**config.mk**
```make
export PLATFORM = sky130hd
export DESIGN_NAME = macro_reference_tokenizer_unit_flat
export DESIGN_NICKNAME = d
export VERILOG_FILES = /design/src/rtl/mrt_pkg.sv /design/src/rtl/mrt_if.sv /design/src/rtl/macro_reference_tokenizer_unit.sv /design/src/rtl/mrt_front.sv /design/src/rtl/mrt_queue.sv /design/src/rtl/mrt_back.sv /design/src/flat_wrapper.sv
export SDC_FILE = /design/constraint.sdc
export NUM_CORES = 1
export LEC_CHECK = 0
export ABC_AREA = 1
export ABC_CLOCK_PERIOD_IN_PS = 4900
export BUFFER_PORTS_ARGS = -buffer_cell sky130_fd_sc_hd__buf_4
export CORE_MARGIN = 4
export CORE_UTILIZATION = 61
export DETAILED_ROUTE_END_ITERATION = 10
export PLACE_DENSITY = 0.79
export SYNTH_ARGS = -nofsm -noshare
export SYNTH_HDL_FRONTEND = slang
export SYNTH_SLANG_ARGS = --single-unit
```
**constraint.sdc**
```tcl
create_clock -name clock -period 4.9 [get_ports clock]
set_input_delay 0.245 -clock clock [delete_from_list [all_inputs] [get_ports clock]]
set_output_delay 0.245 -clock clock [all_outputs]
set_load 0.01 [all_outputs]
```
**src/rtl/mrt_pkg.sv**
```systemverilog
`timescale 1ns / 1ps
// shared types, codes and helpers for the macro reference tokenizer
// no dependencies

package mrt_pkg;

   localparam int MaxResults = 3;

   localparam logic [7:0] CHAR_DOLLAR = 8'h24;
   localparam logic [7:0] CHAR_PAREN_OPEN = 8'h28;
   localparam logic [7:0] CHAR_PAREN_CLOSE = 8'h29;
   localparam logic [7:0] CHAR_BRACE_OPEN = 8'h7B;
   localparam logic [7:0] CHAR_BRACE_CLOSE = 8'h7D;
   localparam logic [7:0] CHAR_UNDERSCORE = 8'h5F;

   localparam logic TOK_LITERAL = 1'b0;
   localparam logic TOK_NAME = 1'b1;

   typedef enum logic [1:0] {
      ITEM_BYTE = 2'd0,
      ITEM_END = 2'd1,
      ITEM_INCOMPLETE = 2'd2,
      ITEM_EMPTY = 2'd3
   } item_kind_type;

   typedef enum logic [1:0] {
      MODE_TEXT = 2'd0,
      MODE_DOLLAR = 2'd1,
      MODE_BRACKET = 2'd2,
      MODE_PLAIN = 2'd3
   } mode_type;

   typedef struct packed {
      item_kind_type item_kind;
      logic token_kind;
      logic [7:0] char_out;
   } result_type;

   // all results caused by one input byte
   typedef struct packed {
      logic [1:0] count;
      result_type [MaxResults-1:0] res;
   } bundle_type;

   function automatic logic is_name_byte(logic [7:0] c);
      return (c >= 8'h61 && c <= 8'h7A) || (c >= 8'h41 && c <= 8'h5A) ||
             (c >= 8'h30 && c <= 8'h39) || (c == CHAR_UNDERSCORE);
   endfunction

   function automatic bundle_type add_result(bundle_type b, item_kind_type kind,
                                             logic tok, logic [7:0] ch);
      bundle_type r;
      r = b;
      if (b.count < 2'(MaxResults)) begin
         r.res[b.count].item_kind = kind;
         r.res[b.count].token_kind = tok;
         r.res[b.count].char_out = ch;
         r.count = b.count + 2'd1;
      end
      return r;
   endfunction

endpackage

```
**src/rtl/mrt_if.sv**
```systemverilog
`timescale 1ns / 1ps
// valid/ready channel interfaces for input bytes and result items
// no dependencies

interface mrt_req_if;
   logic valid;
   logic ready;
   logic [7:0] char_in;
   logic end_of_string;

   modport source (output valid, output char_in, output end_of_string, input ready);
   modport sink (input valid, input char_in, input end_of_string, output ready);
endinterface

interface mrt_rsp_if;
   logic valid;
   logic ready;
   logic [1:0] item_kind;
   logic token_kind;
   logic [7:0] char_out;
   logic last_result;

   modport source (output valid, output item_kind, output token_kind,
                   output char_out, output last_result, input ready);
   modport sink (input valid, input item_kind, input token_kind,
                 input char_out, input last_result, output ready);
endinterface

```
**src/rtl/macro_reference_tokenizer_unit.sv**
```systemverilog
`timescale 1ns / 1ps
// top level of the macro reference tokenizer: front, queue, back
// depends on mrt_pkg, mrt_if, mrt_front, mrt_queue, mrt_back
//
//   channel   dir   payload                                       handshake
//   req_ch    in    char_in, end_of_string                         valid/ready
//   rsp_ch    out   item_kind, token_kind, char_out, last_result   valid/ready
//
// one byte accepted per cycle while ready is high; its zero to three results leave
// one word per cycle while rsp_ch.ready is high; the back end sends them in order
// the two-entry queue takes bytes while the output is stalled, ready drops when full
// first result passes the queue, then the back end register, before it appears
// synchronous reset returns the parser to text mode and empties the queue

module macro_reference_tokenizer_unit
   import mrt_pkg::*;
(
   input  logic clock,
   input  logic reset,
   mrt_req_if.sink req_ch,
   mrt_rsp_if.source rsp_ch
);

   logic q_push;
   logic q_full;
   logic q_pop;
   logic q_not_empty;
   bundle_type push_data;
   bundle_type pop_data;

   mrt_front u_front (
      .clock  (clock),
      .reset  (reset),
      .req_ch (req_ch),
      .q_full (q_full),
      .q_push (q_push),
      .q_data (push_data)
   );

   mrt_queue u_queue (
      .clock     (clock),
      .reset     (reset),
      .push      (q_push),
      .push_data (push_data),
      .full      (q_full),
      .pop       (q_pop),
      .not_empty (q_not_empty),
      .pop_data  (pop_data)
   );

   mrt_back u_back (
      .clock       (clock),
      .reset       (reset),
      .q_not_empty (q_not_empty),
      .q_data      (pop_data),
      .q_pop       (q_pop),
      .rsp_ch      (rsp_ch)
   );

endmodule

```
**src/rtl/mrt_front.sv**
```systemverilog
`timescale 1ns / 1ps
// front end: parse state machine, turns each byte into a bundle of results
// depends on mrt_pkg and mrt_if

module mrt_front
   import mrt_pkg::*;
(
   input  logic clock,
   input  logic reset,
   mrt_req_if.sink req_ch,
   input  logic q_full,
   output logic q_push,
   output bundle_type q_data
);

   mode_type mode_ff, mode_in;
   logic brace_ff, brace_in;
   logic lit_ff, lit_in;
   logic nonempty_ff, nonempty_in;
   logic err_ff, err_in;
   logic accept;

   assign req_ch.ready = !q_full;
   assign accept = req_ch.valid && !q_full;

   always_ff @(posedge clock) begin
      if (reset) begin
         mode_ff <= MODE_TEXT;
         brace_ff <= 1'b0;
         lit_ff <= 1'b0;
         nonempty_ff <= 1'b0;
         err_ff <= 1'b0;
      end else if (accept) begin
         mode_ff <= mode_in;
         brace_ff <= brace_in;
         lit_ff <= lit_in;
         nonempty_ff <= nonempty_in;
         err_ff <= err_in;
      end
   end

   always_comb begin
      logic [7:0] c;
      logic eos;
      logic do_text;
      bundle_type b;
      c = req_ch.char_in;
      eos = req_ch.end_of_string;
      do_text = 1'b0;
      b = '0;
      mode_in = mode_ff;
      brace_in = brace_ff;
      lit_in = lit_ff;
      nonempty_in = nonempty_ff;
      err_in = err_ff;

      if (err_ff) begin
         if (eos) begin
            mode_in = MODE_TEXT;
            brace_in = 1'b0;
            lit_in = 1'b0;
            nonempty_in = 1'b0;
            err_in = 1'b0;
         end
      end else begin
         case (mode_ff)
            MODE_DOLLAR: begin
               if (c == CHAR_DOLLAR) begin
                  b = add_result(b, ITEM_BYTE, TOK_LITERAL, c);
                  lit_in = 1'b1;
                  mode_in = MODE_TEXT;
               end else begin
                  if (lit_ff) begin
                     b = add_result(b, ITEM_END, TOK_LITERAL, 8'd0);
                     lit_in = 1'b0;
                  end
                  if (c == CHAR_PAREN_OPEN || c == CHAR_BRACE_OPEN) begin
                     mode_in = MODE_BRACKET;
                     brace_in = (c == CHAR_BRACE_OPEN);
                     nonempty_in = 1'b0;
                  end else if (is_name_byte(c)) begin
                     b = add_result(b, ITEM_BYTE, TOK_NAME, c);
                     mode_in = MODE_PLAIN;
                  end else begin
                     b = add_result(b, ITEM_EMPTY, TOK_LITERAL, 8'd0);
                     mode_in = MODE_TEXT;
                     brace_in = 1'b0;
                     lit_in = 1'b0;
                     nonempty_in = 1'b0;
                     err_in = 1'b1;
                  end
               end
            end
            MODE_BRACKET: begin
               if (c == (brace_ff ? CHAR_BRACE_CLOSE : CHAR_PAREN_CLOSE)) begin
                  if (nonempty_ff) begin
                     b = add_result(b, ITEM_END, TOK_NAME, 8'd0);
                     mode_in = MODE_TEXT;
                     nonempty_in = 1'b0;
                     brace_in = 1'b0;
                  end else begin
                     b = add_result(b, ITEM_EMPTY, TOK_LITERAL, 8'd0);
                     mode_in = MODE_TEXT;
                     brace_in = 1'b0;
                     lit_in = 1'b0;
                     nonempty_in = 1'b0;
                     err_in = 1'b1;
                  end
               end else begin
                  b = add_result(b, ITEM_BYTE, TOK_NAME, c);
                  nonempty_in = 1'b1;
               end
            end
            MODE_PLAIN: begin
               if (is_name_byte(c)) begin
                  b = add_result(b, ITEM_BYTE, TOK_NAME, c);
               end else begin
                  b = add_result(b, ITEM_END, TOK_NAME, 8'd0);
                  mode_in = MODE_TEXT;
                  do_text = 1'b1;
               end
            end
            default: begin
               mode_in = MODE_TEXT;
               do_text = 1'b1;
            end
         endcase

         // text-mode byte, or the byte ending a plain name, handled as ordinary text
         if (do_text) begin
            if (c == CHAR_DOLLAR) begin
               mode_in = MODE_DOLLAR;
            end else begin
               b = add_result(b, ITEM_BYTE, TOK_LITERAL, c);
               lit_in = 1'b1;
            end
         end

         if (eos) begin
            if (!err_in) begin
               case (mode_in)
                  MODE_DOLLAR: begin
                     if (lit_in) begin
                        b = add_result(b, ITEM_END, TOK_LITERAL, 8'd0);
                     end
                     b = add_result(b, ITEM_EMPTY, TOK_LITERAL, 8'd0);
                  end
                  MODE_BRACKET: begin
                     b = add_result(b, ITEM_INCOMPLETE, TOK_LITERAL, 8'd0);
                  end
                  MODE_PLAIN: begin
                     b = add_result(b, ITEM_END, TOK_NAME, 8'd0);
                  end
                  default: begin
                     if (lit_in) begin
                        b = add_result(b, ITEM_END, TOK_LITERAL, 8'd0);
                     end
                  end
               endcase
            end
            mode_in = MODE_TEXT;
            brace_in = 1'b0;
            lit_in = 1'b0;
            nonempty_in = 1'b0;
            err_in = 1'b0;
         end
      end

      q_data = b;
      q_push = accept && (b.count != 2'd0);
   end

endmodule

```
**src/rtl/mrt_queue.sv**
```systemverilog
`timescale 1ns / 1ps
// two-entry bundle queue between front and back
// depends on mrt_pkg

module mrt_queue
   import mrt_pkg::*;
(
   input  logic clock,
   input  logic reset,
   input  logic push,
   input  bundle_type push_data,
   output logic full,
   input  logic pop,
   output logic not_empty,
   output bundle_type pop_data
);

   bundle_type [1:0] entry_ff;
   logic wr_ptr_ff, wr_ptr_in;
   logic rd_ptr_ff, rd_ptr_in;
   logic [1:0] count_ff, count_in;
   logic do_pop;

   assign full = (count_ff == 2'd2);
   assign not_empty = (count_ff != 2'd0);
   assign pop_data = entry_ff[rd_ptr_ff];
   assign do_pop = pop && not_empty;

   always_comb begin
      wr_ptr_in = push ? !wr_ptr_ff : wr_ptr_ff;
      rd_ptr_in = do_pop ? !rd_ptr_ff : rd_ptr_ff;
      count_in = count_ff + {1'b0, push} - {1'b0, do_pop};
   end

   always_ff @(posedge clock) begin
      if (reset) begin
         wr_ptr_ff <= 1'b0;
         rd_ptr_ff <= 1'b0;
         count_ff <= 2'd0;
      end else begin
         wr_ptr_ff <= wr_ptr_in;
         rd_ptr_ff <= rd_ptr_in;
         count_ff <= count_in;
      end
   end

   always_ff @(posedge clock) begin
      if (push) begin
         entry_ff[wr_ptr_ff] <= push_data;
      end
   end

endmodule

```
**src/rtl/mrt_back.sv**
```systemverilog
`timescale 1ns / 1ps
// back end: holds one bundle, sends a result word per cycle if ready
// depends on mrt_pkg and mrt_if

module mrt_back
   import mrt_pkg::*;
(
   input  logic clock,
   input  logic reset,
   input  logic q_not_empty,
   input  bundle_type q_data,
   output logic q_pop,
   mrt_rsp_if.source rsp_ch
);

   logic cur_valid_ff, cur_valid_in;
   bundle_type cur_ff, cur_in;
   logic [1:0] idx_ff, idx_in;
   logic is_last;
   logic sent;
   logic load;

   assign is_last = (idx_ff == cur_ff.count - 2'd1);
   assign sent = cur_valid_ff && rsp_ch.ready;
   assign load = !cur_valid_ff || (sent && is_last);
   assign q_pop = load && q_not_empty;

   always_comb begin
      cur_valid_in = load ? q_not_empty : cur_valid_ff;
      cur_in = q_pop ? q_data : cur_ff;
      if (load) begin
         idx_in = 2'd0;
      end else if (sent) begin
         idx_in = idx_ff + 2'd1;
      end else begin
         idx_in = idx_ff;
      end
   end

   always_ff @(posedge clock) begin
      if (reset) begin
         cur_valid_ff <= 1'b0;
         idx_ff <= 2'd0;
      end else begin
         cur_valid_ff <= cur_valid_in;
         idx_ff <= idx_in;
      end
   end

   always_ff @(posedge clock) begin
      cur_ff <= cur_in;
   end

   assign rsp_ch.valid = cur_valid_ff;
   assign rsp_ch.item_kind = cur_ff.res[idx_ff].item_kind;
   assign rsp_ch.token_kind = cur_ff.res[idx_ff].token_kind;
   assign rsp_ch.char_out = cur_ff.res[idx_ff].char_out;
   assign rsp_ch.last_result = is_last;

endmodule
```
**src/flat_wrapper.sv**
```systemverilog
// flat-port wrapper written by rule: the top's interface ports become plain ports
module macro_reference_tokenizer_unit_flat import mrt_pkg::*;
  (clock, reset, req_ch_valid, req_ch_char_in, req_ch_end_of_string, req_ch_ready, rsp_ch_valid, rsp_ch_item_kind, rsp_ch_token_kind, rsp_ch_char_out, rsp_ch_last_result, rsp_ch_ready);
  mrt_req_if req_ch_i ();
  mrt_rsp_if rsp_ch_i ();
  input  logic clock;
  input  logic reset;
  input wire logic [$bits(req_ch_i.valid)-1:0] req_ch_valid;
  input wire logic [$bits(req_ch_i.char_in)-1:0] req_ch_char_in;
  input wire logic [$bits(req_ch_i.end_of_string)-1:0] req_ch_end_of_string;
  output wire logic [$bits(req_ch_i.ready)-1:0] req_ch_ready;
  output wire logic [$bits(rsp_ch_i.valid)-1:0] rsp_ch_valid;
  output wire logic [$bits(rsp_ch_i.item_kind)-1:0] rsp_ch_item_kind;
  output wire logic [$bits(rsp_ch_i.token_kind)-1:0] rsp_ch_token_kind;
  output wire logic [$bits(rsp_ch_i.char_out)-1:0] rsp_ch_char_out;
  output wire logic [$bits(rsp_ch_i.last_result)-1:0] rsp_ch_last_result;
  input wire logic [$bits(rsp_ch_i.ready)-1:0] rsp_ch_ready;
  assign req_ch_i.valid = req_ch_valid;
  assign req_ch_i.char_in = req_ch_char_in;
  assign req_ch_i.end_of_string = req_ch_end_of_string;
  assign req_ch_ready = req_ch_i.ready;
  assign rsp_ch_valid = rsp_ch_i.valid;
  assign rsp_ch_item_kind = rsp_ch_i.item_kind;
  assign rsp_ch_token_kind = rsp_ch_i.token_kind;
  assign rsp_ch_char_out = rsp_ch_i.char_out;
  assign rsp_ch_last_result = rsp_ch_i.last_result;
  assign rsp_ch_i.ready = rsp_ch_ready;
  macro_reference_tokenizer_unit u_core (.clock(clock), .reset(reset), .req_ch(req_ch_i), .rsp_ch(rsp_ch_i));
endmodule
```
==> results.py <==
metrics = {
    "timing": {
        "setup_viol": 0,
        "maxSlewViolCount": 0,
        "maxSlewHeadroom_pct": 41.4,
        "rsz0062_at_grt": "no",
        "fin_skew_ps": 10.2,
        "final-hold-violation-count": 0,
        "tightest_slew_ps": 878,
        "clock.fmax_ghz": 0.283,
        "period_share_pct": 72.2,
        "finalSetupTns_ps": 0,
        "period_minus_slack_ps": 3540,
        "setup_ws_ps": 1360,
        "fin_hold_ws_ps": 85.9,
    },
    "synth": {
        "yosys.area.top_type": "edfxtp_1",
        "syn_area_um2": 5800,
        "yosysMostFrequentCell": "nand2_1",
        "yosys_warnings": 0,
        "synthCells": 599,
        "synth_top_area_share_pct": 54.3,
        "synth_edf_count": 105,
        "synthTopCellsByArea": "edfxtp_1 54%, nand2_1 12%, dfxtp_1 4.5%",
        "synth.distinct_cells": 42,
        "ys.flop_type": "edfxtp_1",
        "syn_avg_cell_area_um2": 9.69,
        "yosysSeqAreaShare_pct": 58.8,
        "synth_commonest_cells": "180 x nand2_1, 105 x edfxtp_1, 51 x nor2_1",
        "synth-async-reset-ratio_pct": 0,
        "ys_seq_elements": 118,
    },
    "hold_path": {
        "worstHoldStart": "rsp_ch_ready",
        "whs_path_depth": 4,
        "holdPathEnd": "u_core.u_back.rsp_ch.valid$_SDFFE_PP0N_",
        "hold_path.class": "input pin to flop",
    },
    "floorplan": {
        "die-width_um": 106,
        "num_rows": 35,
        "dieHeight_um": 106,
        "die_area_um2": 11100,
        "core_um2": 9240,
        "initial_utilization_pct": 62.8,
        "pin_count": 27,
    },
    "grt": {
        "grt_pass1_wl_mm": 21.2,
        "grt_pass1_vias": 4221,
        "grt_util_all_layers_pct": 24.4,
        "antenna_found_initial": 0,
        "grt_max_degree": 39,
        "grt-ovfl-total": 0,
    },
    "placement": {
        "place_ws_ps": 1270,
        "dpl.hpwl_mm": 8.25,
        "io_buffer_count": 26,
        "place_congestion": 0.906,
    },
    "setup_path": {
        "critPathRequiredTime_ps": 5290,
        "r2r_slack_ps": 1360,
        "startpoint_type": "flop",
        "crit_fanout": 12,
        "reg2reg_depth": 22,
        "end_kind": "flop",
        "criticalPathCategory": "flop to flop",
        "r2r-end": "u_core.u_queue.count_ff[1]$_SDFF_PP0_",
        "r2r_start": "u_core.u_front.mode_ff[1]$_SDFFE_PP0P_",
        "cp_data_arrival_time_ps": 3920,
    },
    "clocking": {
        "cts_buffers": 17,
        "root_buffer": "clkbuf_8",
        "clock_path_buffers": 2,
        "ctsResizeCount": 0,
        "clock_sinks": 118,
        "clk_pin_slew_ps": 60,
        "htree_levels": 4,
        "clkLatencyLatePin_ps": 510,
        "cts_tree": "yes",
    },
    "job": {
        "drv_cap": 0,
    },
    "final_layout": {
        "drive_gt1_share_pct": 18.4,
        "num-fill-cells": 637,
        "syn2layout_area_growth_pct": 17.0,
        "fin_nets": 669,
        "diodes": 0,
    },
    "status": {
        "status": "complete, no violations",
    },
    "pwr": {
        "powerDensity_nw_per_um2": 502,
        "p_leak_uw": 0.00284,
        "p_total_uw": 3410,
        "ir_drop_v": 0.000273,
    },
    "route": {
        "drtAntennaViolNets": 0,
        "dr.pass1.iters": 6,
        "totalWireLength_mm": 12.8,
        "drt_iter0_markers": 431,
        "drc_errors": 0,
        "wl_per_cell_um": 16.1,
        "vias": 4399,
        "avgViaCountPerCell": 5.56,
    },
}
state kept, by name (all words and copies together) (netlist names):
register                    cells
u_core.u_queue.count_ff         2
u_core.u_queue.entry_ff        70
u_core.u_front.mode_ff          2
u_core.u_back.idx_ff            2
u_core.u_front.err_ff           1
u_core.u_queue.rd_ptr_ff        1
u_core.u_front.brace_ff         1
u_core.u_back.rsp_ch.valid      1
u_core.u_back.cur_ff           35
u_core.u_front.nonempty_ff      1
u_core.u_queue.wr_ptr_ff        1
u_core.u_front.lit_ff           1
through the flow:
stage                     std cells  utilization [%]  area (um2)
after floorplan                 614                -        5860
after CTS                       791             73.5        6790
after global placement          757             66.9        6180
after detailed placement        757             66.9        6180
after global routing            791             73.5        6790
final                           791             73.5        6790
worst max-delay path, cell delays in order (launching register included):
cell     delay (ps)
dfxtp_1         440
inv_1           100
ha_1            280
inv_1           450
nand4_2         250
a21oi_1         200
nand2_1          80
nand2_2          90
inv_4            60
nand2_4          60
nor2_1           60
inv_2           100
nand3_2          90
nand2_2          80
nand2_4          50
nand2_4          80
nand2_2          60
ha_1            290
inv_1            40
ha_1            180
xor2_1          150
o21ai_0         170
a21oi_1          70
layout make-up:
class	instances	area, um2	area share [%]
Clock buffer	18	418	6.15
Clock inverter	14	174	2.56
Inverter	60	233	3.43
Multi-Input combinational cell	419	2140	31.5
Sequential cell	118	3410	50.3
Tap cell	129	161	2.38
Timing Repair Buffer	33	253	3.72
placed cells by master, fill, tap and decap left out, drive strengths merged, types with 13 or more instances in the layout:
| cell | n |
|---|---|
| edfxtp | 105 |
| nor2 | 56 |
| nand2 | 204 |
| buf | 31 |
| conb | 16 |
| o21ai | 19 |
| clkbuf | 18 |
| a21oi | 26 |
| dfxtp | 13 |
| inv | 61 |
| nand3 | 45 |
logic make-up after synthesis:
logic type                 after synthesis  share of synthesized area, %
AOI/OAI and AO/OA                       68                          7.52
adders and majority gates                7                          1.51
and+or+nand+nor                        325                          26.2
xor gates and xnor gates                 3                         0.453
DFF                                    118                          58.8
buffers and inverters                   77                          5.48
other                                    1                        0.0646
worst max path at each step:
stage                                            from                                    end  slack (ps)  cells past startpoint
6_report       u_core.u_front.mode_ff[1]$_SDFFE_PP0P_  u_core.u_queue.count_ff[1]$_SDFF_PP0_        1360                     22
2_1_floorplan                       req_ch_char_in[7]   u_core.u_queue.entry_ff[0]$_DFFE_PP_         740                     26
5_1_grt        u_core.u_front.mode_ff[1]$_SDFFE_PP0P_  u_core.u_queue.count_ff[1]$_SDFF_PP0_        1050                     22
3_5_place_dp                        req_ch_char_in[7]  u_core.u_queue.count_ff[1]$_SDFF_PP0_        1270                     31
4_1_cts        u_core.u_front.mode_ff[1]$_SDFFE_PP0P_  u_core.u_queue.count_ff[1]$_SDFF_PP0_        1390                     22
3_3_place_gp                        req_ch_char_in[7]  u_core.u_queue.count_ff[1]$_SDFF_PP0_        1440                     32
metal layers:
layer | vias to the layer above | GRT usage (%) | part of all wire [%]
met3 | 18 | 5.33 | 6.4
met5 | - | 0 | 0
li1 | 2117 | - | -
met4 | 0 | 7.03 | 1.6
met2 | 186 | 40.3 | 50
met1 | 2078 | 32.6 | 43
what timing repair did:
item                                   CTS  global route
setup buffers                            0             0
hold buffers                             2             0
endpoints found under the hold margin    6             0
power breakdown:
part | switching [uW] | internal, uW
logic | 470 | 224
registers | 83.2 | 1410
clock network | 441 | 778
(Power assumes the default switching activity.)
